===== src/rtl/assert_macros.svh =====
// Assertion macros used by the top level RTL file of the latch bank mapper.
`ifndef ASSERT_MACROS_SVH
`define ASSERT_MACROS_SVH

// Same-cycle implication, clocked on clk, off during reset.
`define DLBM_ASSERT_IMP(label, ante, cons, msg) \
	label: assert property (@(posedge clk) disable iff (!arst_n) (ante) |-> (cons)) \
		else $error(msg);

// Next-cycle implication, clocked on clk, off during reset.
`define DLBM_ASSERT_NXT(label, ante, cons, msg) \
	label: assert property (@(posedge clk) disable iff (!arst_n) (ante) |=> (cons)) \
		else $error(msg);

`endif


===== src/rtl/dlbm_pkg.sv =====
// Package for the latch bank mapper: types, register and variant codes, bank helpers.
`timescale 1ns / 1ps

package dlbm_pkg;

	localparam int BANK_BITS = 9;

	typedef logic [BANK_BITS-1:0] bank_t;

	localparam bank_t LAST_BANK = '1;

	// Mirroring modes
	typedef enum logic [2:0] {
		MIR_H  = 3'd0,
		MIR_V  = 3'd1,
		MIR_A  = 3'd2,
		MIR_B  = 3'd3,
		MIR_HW = 3'd4
	} mir_t;

	// Configuration register indexes
	localparam logic [2:0] CFG_VARIANT     = 3'd0;
	localparam logic [2:0] CFG_LATCH_RESET = 3'd1;
	localparam logic [2:0] CFG_WIN_LOW     = 3'd2;
	localparam logic [2:0] CFG_WIN_HIGH    = 3'd3;
	localparam logic [2:0] CFG_BUS_CONFL   = 3'd4;
	localparam logic [2:0] CFG_PRG_WIDE    = 3'd5;

	// Input function codes
	localparam logic FUNC_WRITE    = 1'b0;
	localparam logic FUNC_POWER_ON = 1'b1;

	// Latch decoding variants
	localparam logic [4:0] VAR_UNROM = 5'd0;
	localparam logic [4:0] VAR_CNROM = 5'd1;
	localparam logic [4:0] VAR_AXROM = 5'd2;
	localparam logic [4:0] VAR_M03   = 5'd3;
	localparam logic [4:0] VAR_M04   = 5'd4;
	localparam logic [4:0] VAR_M05   = 5'd5;
	localparam logic [4:0] VAR_M06   = 5'd6;
	localparam logic [4:0] VAR_M07   = 5'd7;
	localparam logic [4:0] VAR_M08   = 5'd8;
	localparam logic [4:0] VAR_M09   = 5'd9;
	localparam logic [4:0] VAR_M10   = 5'd10;
	localparam logic [4:0] VAR_M11   = 5'd11;
	localparam logic [4:0] VAR_M12   = 5'd12;
	localparam logic [4:0] VAR_M13   = 5'd13;
	localparam logic [4:0] VAR_M14   = 5'd14;
	localparam logic [4:0] VAR_M15   = 5'd15;
	localparam logic [4:0] VAR_M16   = 5'd16;
	localparam logic [4:0] VAR_M17   = 5'd17;
	localparam logic [4:0] VAR_M18   = 5'd18;
	localparam logic [4:0] VAR_M19   = 5'd19;
	localparam logic [4:0] VAR_M20   = 5'd20;
	localparam logic [4:0] VAR_M21   = 5'd21;
	localparam logic [4:0] VAR_M22   = 5'd22;
	localparam logic [4:0] VAR_M23   = 5'd23;
	localparam logic [4:0] VAR_M24   = 5'd24;
	localparam logic [4:0] VAR_M25   = 5'd25;
	localparam logic [4:0] VAR_M26   = 5'd26;
	localparam logic [4:0] VAR_M27   = 5'd27;

	// Decoder result handed back to the top level
	typedef struct packed {
		bank_t prg_lo;
		bank_t prg_hi;
		bank_t chr_lo;
		bank_t chr_hi;
		mir_t  mir;
		logic  sticky;
	} dec_t;

	// Plain bank number from a select, zero-extended to the bank width
	function automatic bank_t bank_of(input logic [7:0] sel);
		return BANK_BITS'(sel);
	endfunction

	// Even half of a double-size select
	function automatic bank_t pair_even(input logic [7:0] sel);
		return BANK_BITS'({sel, 1'b0});
	endfunction

	// Odd half of a double-size select
	function automatic bank_t pair_odd(input logic [7:0] sel);
		return BANK_BITS'({sel, 1'b1});
	endfunction

endpackage


===== src/rtl/dlbm_decode.sv =====
// Latch decoder: bank numbers and mirroring for every variant.
`timescale 1ns / 1ps

module dlbm_decode
	import dlbm_pkg::*;
(
	input  logic [4:0] variant,
	input  logic       prg_wide,
	input  logic [7:0] latch,
	input  mir_t       mir_cur,
	input  logic       sticky_cur,
	output dec_t       dec
);

	logic [7:0] l;
	logic       st_set;

	assign l      = latch;
	assign st_set = sticky_cur | l[3];

	// Decode latch into banks; mirroring and sticky assume a load
	always_comb begin
		dec.prg_lo = '0;
		dec.prg_hi = LAST_BANK;
		dec.chr_lo = pair_even(8'd0);
		dec.chr_hi = pair_odd(8'd0);
		dec.mir    = mir_cur;
		dec.sticky = sticky_cur;
		case (variant)
			VAR_UNROM: begin
				if (prg_wide) begin
					dec.prg_lo = bank_of(8'(l[3:0]));
				end else begin
					dec.prg_lo = bank_of(8'(l[2:0]));
					dec.sticky = st_set;
					if (st_set) begin
						dec.mir = l[3] ? MIR_H : MIR_V;
					end
				end
			end
			VAR_CNROM: begin
				dec.prg_lo = pair_even(8'd0);
				dec.prg_hi = pair_odd(8'd0);
				dec.chr_lo = pair_even(l);
				dec.chr_hi = pair_odd(l);
			end
			VAR_AXROM: begin
				dec.prg_lo = pair_even(8'(l[3:0]));
				dec.prg_hi = pair_odd(8'(l[3:0]));
				dec.mir    = l[4] ? MIR_B : MIR_A;
			end
			VAR_M03: begin
				dec.prg_lo = bank_of(8'(l[7:3]));
				dec.prg_hi = bank_of(8'd1);
				dec.chr_lo = pair_even(8'(l[1:0]));
				dec.chr_hi = pair_odd(8'(l[1:0]));
			end
			VAR_M04: begin
				dec.prg_lo = pair_even(8'(l[3:0]));
				dec.prg_hi = pair_odd(8'(l[3:0]));
				dec.chr_lo = pair_even(8'(l[7:4]));
				dec.chr_hi = pair_odd(8'(l[7:4]));
			end
			VAR_M05: begin
				dec.prg_lo = pair_even(8'd0);
				dec.prg_hi = pair_odd(8'd0);
				dec.chr_lo = bank_of(8'd0);
				dec.chr_hi = bank_of(8'(l[1:0]));
			end
			VAR_M06, VAR_M08, VAR_M24: begin
				dec.prg_lo = pair_even(8'(l[7:4]));
				dec.prg_hi = pair_odd(8'(l[7:4]));
				dec.chr_lo = pair_even(8'(l[3:0]));
				dec.chr_hi = pair_odd(8'(l[3:0]));
			end
			VAR_M07: begin
				dec.prg_lo = pair_even(8'(l[1:0]));
				dec.prg_hi = pair_odd(8'(l[1:0]));
				dec.chr_lo = pair_even(8'(l[7:2]));
				dec.chr_hi = pair_odd(8'(l[7:2]));
			end
			VAR_M09: begin
				dec.prg_lo = bank_of(8'(l[7:4]));
				dec.chr_lo = pair_even(8'(l[3:0]));
				dec.chr_hi = pair_odd(8'(l[3:0]));
			end
			VAR_M10: begin
				dec.prg_lo = bank_of(8'(l[2:0]));
				dec.chr_lo = pair_even(8'(l[7:4]));
				dec.chr_hi = pair_odd(8'(l[7:4]));
				dec.mir    = l[3] ? MIR_B : MIR_A;
			end
			VAR_M11: begin
				dec.prg_lo = pair_even(8'(l[5:4]));
				dec.prg_hi = pair_odd(8'(l[5:4]));
				dec.chr_lo = pair_even(8'({l[6], l[1:0]}));
				dec.chr_hi = pair_odd(8'({l[6], l[1:0]}));
			end
			VAR_M12: begin
				dec.prg_lo = pair_even(8'd0);
				dec.prg_hi = pair_odd(8'd0);
				dec.chr_lo = pair_even(8'({l[0], l[1]}));
				dec.chr_hi = pair_odd(8'({l[0], l[1]}));
			end
			VAR_M13: begin
				dec.prg_lo = bank_of(8'(l[6:4]));
				dec.chr_lo = pair_even(8'({l[7], l[2:0]}));
				dec.chr_hi = pair_odd(8'({l[7], l[2:0]}));
				dec.mir    = l[3] ? MIR_B : MIR_A;
			end
			VAR_M14: begin
				dec.prg_lo = bank_of(8'(l[7:4]));
			end
			VAR_M15: begin
				dec.prg_lo = bank_of(8'(l[7:2]));
			end
			VAR_M16: begin
				dec.prg_lo = LAST_BANK;
				dec.prg_hi = bank_of(8'(l[3:0]));
				dec.chr_lo = pair_even(8'({l[0], l[1]}));
				dec.chr_hi = pair_odd(8'({l[0], l[1]}));
				if (l[7:6] == 2'b01) begin
					dec.mir = MIR_H;
				end else if (l[7:6] == 2'b10) begin
					dec.mir = MIR_V;
				end
			end
			VAR_M17: begin
				dec.prg_lo = pair_even(8'd0);
				dec.prg_hi = pair_odd(8'd0);
				dec.chr_lo = pair_even(l);
				dec.chr_hi = pair_odd(l);
			end
			VAR_M18: begin
				dec.prg_lo = pair_even(8'(l[2:1]));
				dec.prg_hi = pair_odd(8'(l[2:1]));
				dec.chr_lo = pair_even(8'(l[2:0]));
				dec.chr_hi = pair_odd(8'(l[2:0]));
			end
			VAR_M19: begin
				dec.prg_lo = pair_even(8'(l[5:3]));
				dec.prg_hi = pair_odd(8'(l[5:3]));
				dec.chr_lo = pair_even(8'({l[6], l[2:0]}));
				dec.chr_hi = pair_odd(8'({l[6], l[2:0]}));
			end
			VAR_M20: begin
				dec.prg_lo = bank_of(8'(l[6:4]));
				dec.chr_lo = pair_even(8'(l[3:0]));
				dec.chr_hi = pair_odd(8'(l[3:0]));
				dec.mir    = l[7] ? MIR_B : MIR_A;
			end
			VAR_M21: begin
				dec.prg_lo = bank_of(8'd0);
				dec.prg_hi = bank_of(l);
			end
			VAR_M22: begin
				dec.prg_lo = pair_even(8'd0);
				dec.prg_hi = pair_odd(8'd0);
				dec.chr_lo = bank_of(l);
				dec.chr_hi = bank_of(8'(l[7:4]));
			end
			VAR_M23: begin
				dec.prg_lo = bank_of(8'(l[3:2]));
				dec.prg_hi = bank_of(8'(l[3:2]));
				dec.chr_lo = pair_even(8'(l[1:0]));
				dec.chr_hi = pair_odd(8'(l[1:0]));
			end
			VAR_M25: begin
				dec.prg_lo = pair_even(l);
				dec.prg_hi = pair_odd(l);
			end
			VAR_M26: begin
				if (l[6]) begin
					dec.prg_lo = pair_even(8'(l[4:1]));
					dec.prg_hi = pair_odd(8'(l[4:1]));
				end else begin
					dec.prg_lo = bank_of(8'({l[5:4], l[2:0]}));
					dec.prg_hi = bank_of(8'({l[5:4], 3'b111}));
				end
				if (l[7]) begin
					dec.mir = l[5] ? MIR_B : MIR_A;
				end else begin
					dec.mir = l[3] ? MIR_H : MIR_V;
				end
			end
			VAR_M27: begin
				dec.prg_lo = pair_even(8'(l[6:4]));
				dec.prg_hi = pair_odd(8'(l[6:4]));
				dec.chr_lo = pair_even(8'({l[6:4], l[1:0]}));
				dec.chr_hi = pair_odd(8'({l[6:4], l[1:0]}));
				dec.mir    = l[7] ? MIR_V : MIR_H;
			end
			default: begin
				// unused variant: first and last program bank, pattern banks 0 and 1
				dec.prg_lo = bank_of(8'd0);
				dec.prg_hi = LAST_BANK;
			end
		endcase
	end

endmodule


===== src/rtl/discrete_latch_bank_mapper.sv =====
// Top level of the discrete latch bank mapper: beat registers, latch state and result register.
`timescale 1ns / 1ps

// Discrete latch bank mapper. Each input beat (a CPU write or a power-on reload)
// gives exactly one result beat holding the 16KB program banks, the 4KB pattern
// banks, the mirroring mode and the latch after that beat. The block takes one
// beat per cycle while not stalled: a beat is captured in an input register,
// decoded by shallow bit selection and written to the result register. Throughput
// is one beat per cycle when not stalled, set by the single result register; a
// stall on the result side holds the input side once the input register is full.
// The user must write configuration registers only while the block is idle; the
// block itself does not enforce this.
`include "assert_macros.svh"

module discrete_latch_bank_mapper
	import dlbm_pkg::*;
(
	input  logic        clk,
	input  logic        arst_n,
	// configuration write port
	input  logic        cfg_write,
	input  logic [2:0]  cfg_index,
	input  logic [15:0] cfg_data,
	// input beats
	input  logic        item_valid,
	output logic        item_stall,
	input  logic        func,
	input  logic [15:0] cpu_address,
	input  logic [7:0]  write_data,
	input  logic [7:0]  rom_byte,
	// result beats
	output logic        result_valid,
	input  logic        result_stall,
	output bank_t       prg_bank_low,
	output bank_t       prg_bank_high,
	output bank_t       chr_bank_low,
	output bank_t       chr_bank_high,
	output logic [2:0]  mirroring,
	output logic [7:0]  latch_value
);

	// configuration registers
	logic [4:0]  variant_q;
	logic [7:0]  latch_rst_q;
	logic [15:0] win_low_q;
	logic [15:0] win_high_q;
	logic        bus_confl_q;
	logic        prg_wide_q;

	// input register
	logic        vld_s1;
	logic        func_s1;
	logic [15:0] addr_s1;
	logic [7:0]  data_s1;
	logic [7:0]  rom_s1;

	// mapper state
	logic [7:0]  latch_q;
	mir_t        mirror_q;
	logic        sticky_q;

	// result register
	logic        vld_s2;
	bank_t       prg_lo_s2;
	bank_t       prg_hi_s2;
	bank_t       chr_lo_s2;
	bank_t       chr_hi_s2;
	mir_t        mir_s2;
	logic [7:0]  latch_s2;

	logic        adv;
	logic        take;
	logic        in_win;
	logic        load;
	logic [7:0]  latch_nxt;
	mir_t        mir_nxt;
	dec_t        dec;

	// write configuration registers
	always_ff @(posedge clk or negedge arst_n) begin
		if (!arst_n) begin
			variant_q   <= VAR_UNROM;
			latch_rst_q <= 8'h00;
			win_low_q   <= 16'h8000;
			win_high_q  <= 16'hFFFF;
			bus_confl_q <= 1'b0;
			prg_wide_q  <= 1'b0;
		end else if (cfg_write) begin
			case (cfg_index)
				CFG_VARIANT:     variant_q   <= cfg_data[4:0];
				CFG_LATCH_RESET: latch_rst_q <= cfg_data[7:0];
				CFG_WIN_LOW:     win_low_q   <= cfg_data;
				CFG_WIN_HIGH:    win_high_q  <= cfg_data;
				CFG_BUS_CONFL:   bus_confl_q <= cfg_data[0];
				CFG_PRG_WIDE:    prg_wide_q  <= cfg_data[0];
				default: ;
			endcase
		end
	end

	// advance a held beat when the result register is free or being drained
	assign adv        = vld_s1 && (!vld_s2 || !result_stall);
	assign item_stall = vld_s1 && !adv;
	assign take       = item_valid && !item_stall;

	// capture input beat
	always_ff @(posedge clk or negedge arst_n) begin
		if (!arst_n) begin
			vld_s1 <= 1'b0;
		end else if (take) begin
			vld_s1 <= 1'b1;
		end else if (adv) begin
			vld_s1 <= 1'b0;
		end
	end

	always_ff @(posedge clk) begin
		if (take) begin
			func_s1 <= func;
			addr_s1 <= cpu_address;
			data_s1 <= write_data;
			rom_s1  <= rom_byte;
		end
	end

	// decide whether this beat loads the latch, and with what
	assign in_win = (addr_s1 >= win_low_q) && (addr_s1 <= win_high_q);
	assign load   = (func_s1 == FUNC_POWER_ON) || in_win;

	always_comb begin
		if (func_s1 == FUNC_POWER_ON) begin
			latch_nxt = latch_rst_q;
		end else if (in_win) begin
			latch_nxt = bus_confl_q ? (data_s1 & rom_s1) : data_s1;
		end else begin
			latch_nxt = latch_q;
		end
	end

	dlbm_decode u_decode (
		.variant    (variant_q),
		.prg_wide   (prg_wide_q),
		.latch      (latch_nxt),
		.mir_cur    (mirror_q),
		.sticky_cur (sticky_q),
		.dec        (dec)
	);

	// hold the mirroring on a beat that loads nothing
	assign mir_nxt = load ? dec.mir : mirror_q;

	// update mapper state
	always_ff @(posedge clk or negedge arst_n) begin
		if (!arst_n) begin
			latch_q  <= 8'h00;
			mirror_q <= MIR_HW;
			sticky_q <= 1'b0;
		end else if (adv) begin
			latch_q  <= latch_nxt;
			mirror_q <= mir_nxt;
			if (load) begin
				sticky_q <= dec.sticky;
			end
		end
	end

	// hold or load result beat
	always_ff @(posedge clk or negedge arst_n) begin
		if (!arst_n) begin
			vld_s2 <= 1'b0;
		end else if (adv) begin
			vld_s2 <= 1'b1;
		end else if (!result_stall) begin
			vld_s2 <= 1'b0;
		end
	end

	always_ff @(posedge clk) begin
		if (adv) begin
			prg_lo_s2 <= dec.prg_lo;
			prg_hi_s2 <= dec.prg_hi;
			chr_lo_s2 <= dec.chr_lo;
			chr_hi_s2 <= dec.chr_hi;
			mir_s2    <= mir_nxt;
			latch_s2  <= latch_nxt;
		end
	end

	assign result_valid  = vld_s2;
	assign prg_bank_low  = prg_lo_s2;
	assign prg_bank_high = prg_hi_s2;
	assign chr_bank_low  = chr_lo_s2;
	assign chr_bank_high = chr_hi_s2;
	assign mirroring     = mir_s2;
	assign latch_value   = latch_s2;

	// sticky mirroring enable never clears outside reset
	`DLBM_ASSERT_NXT(a_sticky_holds, sticky_q, sticky_q, "sticky mirroring cleared")

	// latch moves only when a beat advances
	`DLBM_ASSERT_NXT(a_latch_idle, !adv, $stable(latch_q), "latch changed without a beat")

	// a beat that loads nothing leaves the mirroring alone
	`DLBM_ASSERT_NXT(a_mir_no_load, adv && !load, mirror_q == $past(mirror_q),
		"mirroring changed without a latch load")

	// an advancing beat always lands in the result register
	`DLBM_ASSERT_NXT(a_result_lands, adv, vld_s2 && (latch_s2 == latch_q),
		"advanced beat missing from result")

endmodule


===== config.mk =====
export PLATFORM = sky130hd
export DESIGN_NAME = discrete_latch_bank_mapper
export DESIGN_NICKNAME = d
export VERILOG_FILES = /design/src/rtl/dlbm_pkg.sv /design/src/rtl/dlbm_decode.sv /design/src/rtl/discrete_latch_bank_mapper.sv
export VERILOG_INCLUDE_DIRS = /design/src /design/src/rtl
export SDC_FILE = /design/constraint.sdc
export NUM_CORES = 1
export LEC_CHECK = 0
export BUFFER_PORTS_ARGS = -buffer_cell sky130_fd_sc_hd__buf_2
export CAP_MARGIN = 20
export CORE_ASPECT_RATIO = 0.6
export CORE_MARGIN = 2
export CORE_UTILIZATION = 57
export CTS_CLUSTER_DIAMETER = 100
export CTS_CLUSTER_SIZE = 30
export DETAILED_ROUTE_END_ITERATION = 8
export GPL_TIMING_DRIVEN = 0
export PLACE_DENSITY = 0.81
export SYNTH_ARGS = -nofsm -noshare
export SYNTH_HDL_FRONTEND = slang
export SYNTH_SLANG_ARGS = --single-unit

===== constraint.sdc =====
create_clock -name clk -period 4.4 [get_ports clk]
set_input_delay 0.22 -clock clk [delete_from_list [all_inputs] [get_ports clk]]
set_output_delay 0.22 -clock clk [all_outputs]
set_load 0.02 [all_outputs]

==> impl_metrics.yaml <==
outcome:
  outcome: "finished, final reports clean"
critical_path:
  crit_arrival_ps: 4370
  cp.required_ps: 4540
  crit_type: "flip-flop to flip-flop"
  slowest_stage: "nor4_1"
  cp_slowest_stage_delay_ps: 570
  crit_path_cell_trace: "inv_1, ha_1, nand4_2, nor4_1, a21bo_2, a31oi_4, o31ai_1, o22ai_1, clkbuf_2, mux2i_1, a211oi_1, a21oi_1"
  critPathCaptureType: "flip-flop"
  start_kind: "flip-flop"
  path_max_fanout: 10
job:
  maxCapViolations: 0
global_route:
  grt_start_max_net_pins: 49
  grt_first_pass_wirelength_mm: 35.6
  antenna_found_initial: 1
  grt_use_total_pct: 35.3
  overflow: 0
  first_global_vias: 6366
timing:
  min_period_ps: 4230
  setup_tns_ps: 0
  slew_viol_final: 0
  setup_ws_ps: 171
  rsz0062_at_grt: "false"
  finalCritPeriodShare_pct: 96.1
  setup_viol: 0
  skew_ps: 10.2
  worst_pin_slew_ps: 1050
  slew_headroom_pct: 29.9
  hold_violations: 0
  clock.fmax_mhz: 236
die:
  die_h_um: 90.6
  core_mm2: 0.0121
  io_pins: 106
  die-area_mm2: 0.0134
  start_util_pct: 58.7
  dieWidth_um: 148
  rows: 31
power:
  totalPowerFinal_mw: 4.75
  leakagePower_nw: 3.71
  ir_drop_mv: 0.325
  power.density_mw_per_mm2: 536
routing:
  firstDrtPassIters: 6
  wl_mm: 22.9
  viasPerCell: 6.24
  drc: 0
  drtIter0Drc: 800
  vias: 6307
  antenna_left: 0
  routedWlPerCell_um: 22.6
yosys:
  ys_seq_elements: 140
  ys_seq_area_share_pct: 55.0
  netlist_area_mm2: 0.00713
  yosysUniqueCellTypes: 68
  synth_area_leaders: "edfxtp_1 33%, dfrtp_1 15%, dfstp_2 6.6%, ha_1 5.6%, o21ai_0 4.4%"
  synth_edf_count: 79
  synthFlopType: "edfxtp_1"
  postSynthCellCount: 672
  postSynthNetCount: 761
  ys_top_cells_by_count: "79 x edfxtp_1, 74 x nand2_1, 62 x o21ai_0, 51 x inv_1, 47 x nor2_1"
  avgSynthCellArea_um2: 10.6
  synth_warnings: 0
  synth_top_area_share_pct: 33.3
  async_flop_share_pct: 43.6
  synth_area_leader_cell: "edfxtp_1"
  yosysMostFrequentCell: "edfxtp_1"
clocking:
  htree_levels: 4
  clk_pin_slew_worst_paths_ps: 70
  clk_path_buf_depth: 2
  clk_latency_ps: 420
  cts-root-buf: "clkbuf_16"
  cts_tree: "built"
  cts.sinks: 140
  post-cts-setup-buffer-count: 0
  cts_made_buffers: 17
placed_design:
  post-place-cells: 946
  place_congestion: 0.991
  hpwl_mm: 16.6
  dp_slack_ps: 187
  io_buffers: 105
cells_and_area:
  area_delta_synth_final_pct: 24.3
  final_cells: 1011
  drive_gt1_share_pct: 24.2
  final_nets: 922
  diodes: 0
  fillers: 826
  fin_util_pct: 73.0
hold_path:
  hp-class: "input pin to flip-flop"
power breakdown:
group          internal [mW]  switching [mW]
combinational          0.486            1.00
sequential              1.69           0.107
clock                  0.836           0.626
total                   3.01            1.74
metrics by stage:
step	hold WS (ps)	area (um2)
6_report	5.62	8860
5_1_grt	17.1	8860
4_1_cts	3.46	8840
3_5_place_dp	209	7910
3_3_place_gp	397	7860
2_1_floorplan	-75.6	7130
cells in the final DEF, fill, tap and decap left out, types with 4 or more instances in the layout:
cell type / n
mux2_2: 27
nand3_1: 10
nand2_1: 74
ha_1: 32
buf_2: 106
a211oi_1: 5
nor3b_1: 4
nor3_1: 18
clkbuf_1: 24
nand2b_1: 7
o211ai_1: 8
edfxtp_1: 79
and2_1: 4
a31oi_1: 6
clkbuf_2: 4
o22ai_1: 16
inv_6: 6
inv_1: 50
dfstp_2: 18
o31ai_1: 6
a21oi_1: 36
o21ai_0: 61
nor2_1: 47
nor2b_1: 8
clkbuf_16: 18
nand4_1: 5
dlygate4sd3_1: 34
dfrtp_1: 43
layout make-up:
class	count	area [um2]	share of cell area, %
Timing Repair Buffer	143	913	10.3
Clock inverter	14	146	1.65
Buffer	30	121	1.37
Clock buffer	18	450	5.09
Inverter	54	203	2.29
Sequential cell	140	3920	44.3
Tap cell	165	206	2.33
Multi-Input combinational cell	447	2900	32.7
metal layers:
layer | vias up | wire [um] | global-route usage, %
met1 | 3008 | 9880 | 52.4
li1 | 2787 | - | -
met5 | - | 15 | 0
met3 | 53 | 3170 | 12.7
met2 | 457 | 9360 | 48.5
met4 | 2 | 473 | 10.6
cell families (layout without fill, tap and decap cells):
group / after synthesis / after routing / synth area share (%)
AND/OR/NAND/NOR: 193 / 193 / 12.6
AO/OA/AOI/OAI: 188 / 188 / 17.1
flip-flops: 140 / 140 / 55.0
buffers and inverters: 85 / 259 / 4.53
adder cells (fa/ha/maj): 34 / 34 / 5.90
multiplexers: 29 / 29 / 4.55
XOR/XNOR: 3 / 3 / 0.369
worst max-delay path, delay by kind of cell (launching register included):
kind / cells / cell delay (ps)
AOI/OAI and AO/OA: 6 / 1780
muxes: 1 / 120
adders and majority gates: 1 / 330
and+or+nand+nor: 2 / 700
DFF: 1 / 540
buffers and inverters: 2 / 490
final timing paths:
| kind | endpoint | start | cells past startpoint | slack, ps |
|---|---|---|---|---|
| min in group asynchronous | win_low_q[12] | arst_n | 2 | 300 |
| worst max-delay path | mirroring[0] | win_high_q[14] | 12 | 170 |
| worst max register to register | mirroring[0] | win_high_q[14] | 12 | 170 |
| worst min register to register | mirror_q[2] | mirror_q[2] | 1 | 490 |
| worst min-delay path | vld_s1 | item_valid | 2 | 6 |
| max in group asynchronous | win_high_q[8] | arst_n | 3 | 3440 |
state kept, by name, indices dropped and copies added (netlist names), 3 cells and up:
signal / cells
addr_s1: 16
chr_bank_high: 8
chr_bank_low: 9
data_s1: 8
latch_q: 8
latch_rst_q: 8
latch_value: 8
mirror_q: 3
mirroring: 3
prg_bank_high: 9
prg_bank_low: 9
rom_s1: 8
variant_q: 5
win_high_q: 16
win_low_q: 16
repair_timing:
item,in CTS,in global routing
endpoints found under the hold margin,47,0
resized for setup,0,10
endpoints found under the setup margin,0,12
hold buffers,34,0
Note: power is estimated with default switching activity, not from simulation.
